**config.mk**
```make
export PLATFORM = sky130hd
export DESIGN_NAME = ccc_queue
export DESIGN_NICKNAME = d
export VERILOG_FILES = /design/src/hw/rtl/ccc_pkg.sv /design/src/hw/rtl/ccc_queue.sv
export SDC_FILE = /design/constraint.sdc
export NUM_CORES = 1
export LEC_CHECK = 0
export CAP_MARGIN = 5
export CORE_UTILIZATION = 50
export DETAILED_ROUTE_END_ITERATION = 12
export DONT_BUFFER_PORTS = 1
export GPL_TIMING_DRIVEN = 0
export PLACE_DENSITY = 0.65
export SYNTH_ARGS = -nofsm -noshare
export SYNTH_HDL_FRONTEND = slang
export SYNTH_SLANG_ARGS = --single-unit
```
**constraint.sdc**
```tcl
create_clock -name i_clk -period 5.99 [get_ports i_clk]
set_clock_uncertainty 0.1 [all_clocks]
set_input_delay 0.599 -clock i_clk [delete_from_list [all_inputs] [get_ports i_clk]]
set_output_delay 0.599 -clock i_clk [all_outputs]
set_load 0.005 [all_outputs]
```
**src/hw/rtl/ccc_pkg.sv**
```systemverilog
// Shared types and constants for the circle-circle collision test.
// Used by the front, queue, back and top-level modules; depends on nothing.
package ccc_pkg;

    localparam int NORM_BITS = 16;
    localparam int QUO_BITS  = 15;
    localparam int Q_DEPTH   = 4;

    typedef struct packed {
        logic full;
        logic empty;
    } t_q_stat;

endpackage

```
**src/hw/rtl/ccc_queue.sv**
```systemverilog
// Short queue of accepted contacts between the front and back parts.
// Depends on ccc_pkg for its depth and status type.
module ccc_queue #(
    parameter int DW = 226
) (
    input  logic             i_clk,
    input  logic             i_rst_n,
    input  logic             i_push,
    input  logic [DW-1:0]    i_push_data,
    input  logic             i_pop,
    output logic [DW-1:0]    o_head,
    output ccc_pkg::t_q_stat o_stat
);

    localparam int AW = $clog2(ccc_pkg::Q_DEPTH);

    logic [DW-1:0] r_mem [0:ccc_pkg::Q_DEPTH-1];
    logic [AW-1:0] r_wr, r_rd;
    logic [AW:0]   r_cnt;

    always_ff @(posedge i_clk) begin
        if (!i_rst_n) begin
            r_wr  <= '0;
            r_rd  <= '0;
            r_cnt <= '0;
        end else begin
            if (i_push) begin
                r_wr <= r_wr + AW'(1);
            end
            if (i_pop) begin
                r_rd <= r_rd + AW'(1);
            end
            r_cnt <= r_cnt + (AW + 1)'(i_push) - (AW + 1)'(i_pop);
        end
    end

    always_ff @(posedge i_clk) begin
        if (i_push) begin
            r_mem[r_wr] <= i_push_data;
        end
    end

    assign o_head       = r_mem[r_rd];
    assign o_stat.full  = r_cnt == (AW + 1)'(ccc_pkg::Q_DEPTH);
    assign o_stat.empty = r_cnt == '0;

`ifndef ASSERT_OFF
    a_no_overflow: assert property (@(posedge i_clk) disable iff (!i_rst_n)
        i_push |-> !o_stat.full) else $error("queue written while full");
    a_no_underflow: assert property (@(posedge i_clk) disable iff (!i_rst_n)
        i_pop |-> !o_stat.empty) else $error("queue read while empty");
    a_count_bound: assert property (@(posedge i_clk) disable iff (!i_rst_n)
        r_cnt <= (AW + 1)'(ccc_pkg::Q_DEPTH)) else $error("queue count out of range");
`endif

endmodule

```
After elaboration in Yosys (flattened, before gate mapping):

Memory sizes are Yosys's and may differ from the RTL's. A register that Yosys moved wholly into a read port is not among the register bits.
Index checks and enable logic that the tools add are counted.
W data, S select, Z words.

* add/sub/neg operators: 4
* equal/unequal tests: 1
* multiplexer cells: 4
* reduce and logical (&&, ||, !) cells: 1

Operators by type and width (number)
* $add A2 B1 Y2 const B: 2
* $mux W2: 2
* $add A3 B1 Y3: 1
* $eq A3 B3 Y1 const B: 1
* $logic_not A3 Y1: 1
* $sub A3 B1 Y3: 1
* $mux W1: 2

* register bits: 7
* memory bits (writable): 904
* input port bits: 230
* word-level logic and storage cells: 14
* memories: 1

Memories
* r_mem: depth 4, width 226, rd ports 1, clocked after Yosys merged registers in 1, wr ports 1, RTL line ccc_queue.sv:17 `logic [DW-1:0] r_mem [0:ccc_pkg::Q_DEPTH-1];`

Logic depth before layout (Yosys ltp):

* depth after elaboration: 3
* depth in mapped cells: 7
* depth with buffers taken out: 7

Least setup slack after synthesis:

Ideal clock, no wire load.

* kind: input to register
* start point: input port i_push
* end point: memory r_mem[0][0], enable pin
* setup time: 0.614 ns
* data arrival time: 5.716 ns
* slack: -0.440 ns
* cell stages on the path: 1
* path buffers: 0
* path through: and2_1

* longest elaborated chain between the ends: 2

Ends and longest elaborated chain
* start: declaration: RTL line ccc_queue.sv:8 `input logic i_push,`
* $mux W1: RTL line ccc_queue.sv:38 `if (i_push) begin`
* $mux W1 (not written as such): RTL line ccc_queue.sv:39 `r_mem[r_wr] <= i_push_data;`
* end: declaration: RTL line ccc_queue.sv:17

Every way passes these cells.

==> metrics.md <==
| Metric | Value |
|---|---|
| Setup WS post-layout | `2740 ps` |
| Seq/Total Area, Yosys | `82.7%` |
| Met1 Track Usage GR | `24.5%` |
| RSZ-0062 raised after global routing | `false` |
| Hold_buf cts | `227` |
| R2R Path Start | `r_wr[0]` |
| # clock sinks | `913` |
| Worst EP arrival | `2550 ps` |
| Pre-Repair DR Iteration Count | `5` |
| Final Wtd Congestion | `0.724` |
| Final TNS setup | `0 ps` |
| Most frequent cells in the layout | `edfxtp_1 (904), dlygate4sd3_1 (227), mux4_2 (226)` |
| Min Clock Period, post-route | `3250 ps` |
| Num CTS Buffers | `89` |
| Register bit total from synthesis | `913` |
| PnR Total Power | `14.1 mW` |
| Avg Cell Area, Syn | `27.0 um2` |
| Final Hold Viols | `0` |
| Area grow syn2layout | `20.4%` |
| Crit start category | `register` |
| Leakage | `12.6 nW` |
| Slew Viols, Final | `0` |
| Vias/cell | `5.66` |
| Post-synth cell types | `20` |
| First-pass GRT wire length | `95500 um` |
| Worst-path clk slew | `60 ps` |
| DP HPWL | `40300 um` |
| DR iter-0 viols | `1114` |
| Site Rows | `93` |
| Most used routing layer | `met2` |
| Pre-CTS worst setup slack | `3320 ps` |
| Worst-Margin Slew | `730 ps` |
| Total track usage | `19.4%` |
| Share of layout cells above drive strength 1 | `25.5%` |
| Largest net degree at the start of global routing | `57` |
| WS Path Type | `reg -> out` |
| Leading cell type in the layout, fill and taps excluded | `edfxtp_1` |
| Initial Util | `51.0%` |
| Critical Path RT | `5290 ps` |
| Antenna-violating nets left | `0` |
| Min-delay worst type | `in -> reg` |
| Syn Nets | `1460` |
| IO Pins | `458` |
| Hold_ws | `54.7 ps` |
| # H-tree levels | `3` |
| Max Freq | `0.308 GHz` |
| Hold_sp | `i_push` |
| Post-Synthesis Cells | `1223` |
| Status | `finished clean` |
| # DRC | `0` |
| Routed via count | `14066` |
| Port Buf Inserts | `0` |
| CTS tree | `done` |
| Grt met3 use | `6.02%` |
| Yosys warnings | `0` |
| Core region area | `64800 um2` |
| Grt ovf | `0` |
| Top cells by area, synth | `edfxtp_1 (82%), mux4_2 (15%), buf_6 (0.58%), dfxtp_1 (0.55%), buf_2 (0.38%)` |
| Largest area contributor in the netlist | `edfxtp_1` |
| CTS max path bufs | `3` |
| Critical Path End Type | `output port` |
| Max-slew headroom | `51.3%` |
| Initial antenna violation count | `4` |
| Yosys top cell area share | `82.2%` |
| DIE HEIGHT | `259 um` |
| Clock Latency Late Sink | `610 ps` |
| Synth Cell Area | `33000 um2` |
| DR WL/cell | `26.1 um` |
| MaxCap Viol Count | `0` |
| CTS root buffer | `clkbuf_16` |
| Routed WL | `64900 um` |
| Met2 Use GR | `32.2%` |
| Die width | `259 um` |
| Die ar. | `67100 um2` |
| IR drop worst, VDD | `0.352 mV` |
| Critical path fanouts, max | `10` |
| Vias in the first global route | `15037` |
| Pwr Density | `355 nW/um2` |
| CTS resizes | `0` |
| Final core occ | `61.4%` |
| Fin crit share | `54.3%` |
| Postcts setup bufs | `0` |
| Layout Nets | `1795` |
| Final Setup Violations | `0` |
-- through the flow --
stage / instances / area [um2]
2_1_floorplan: 1223 / 33000
3_5_place_dp: 2095 / 34600
3_3_place_gp: 2078 / 34100
6_report: 2486 / 39800
5_1_grt: 2485 / 39800
4_1_cts: 2484 / 39800
-- where the power goes --
| group | switching, mW | internal (mW) | total (mW) |
|---|---|---|---|
| Clock | 2.27 | 3.27 | 5.53 |
| Combinational | 0.631 | 0.529 | 1.16 |
| Sequential | 0.0657 | 7.35 | 7.41 |
| Total | 2.97 | 11.1 | 14.1 |
-- cells in the mapped netlist --
library cell and number:
edfxtp_1 904, mux4_2 226, buf_2 25, buf_6 17, dfxtp_1 9, buf_1 7
inv_1 7, and2_1 6, ha_1 6, nor2_1 5, xnor2_1 2, a21bo_2 1
a21oi_1 1, and3_1 1, clkbuf_1 1, fa_1 1, mux2i_1 1, nand3b_1 1
nor3_1 1, xor3_1 1
-- flip-flops by register name (all words and copies together), names as in the netlist, named ones only --
register	count
r_cnt	3
r_wr	2
r_mem	904
r_rd	2
-- final timing paths --
check	to	cells after the start	slack [ps]
min reg2reg	r_rd[1]	2	450
max	o_head[100]	4	2740
max reg2reg	r_mem[2][87]	6	3480
min	r_wr[1]	2	50
-- worst max-delay path, stage by stage (launching register included) --
cell     delay, ps
dfxtp_1        300
buf_2          360
buf_2          400
buf_2          390
mux4_2         450
-- area by class of cell --
cell class,count,area [um2]
antenna,2,5.00
multi-input combinational,253,5340
clock buffer,107,2340
buffer,50,347
clock inverter,55,596
fill,4265,25000
tap,855,1070
sequential,913,27300
inverter,7,26.3
timing repair buffer,244,2730
-- cell families (layout without fill, tap and decap cells) --
| kind of cell | count (synthesis) | count (layout) | share of synthesized area (%) |
|---|---|---|---|
| other | 0 | 2 | 0 |
| buffers and inverters | 57 | 463 | 1.13 |
| AO/OA/AOI/OAI | 2 | 2 | 0.0454 |
| multiplexers | 227 | 227 | 15.4 |
| flip-flops | 913 | 913 | 82.7 |
| AND/OR/NAND/NOR | 14 | 14 | 0.227 |
| XOR/XNOR | 3 | 3 | 0.125 |
| adder cells (fa/ha/maj) | 7 | 7 | 0.288 |
-- per-layer routing --
metal / part of all wire (%) / up-vias / wire [um]
li1: - / 6010 / -
met1: 38 / 7469 / 24800
met2: 51 / 484 / 33100
met3: 8.4 / 99 / 5440
met4: 2.4 / 4 / 1550
met5: 0.034 / - / 22
(Power assumes the default switching activity.)
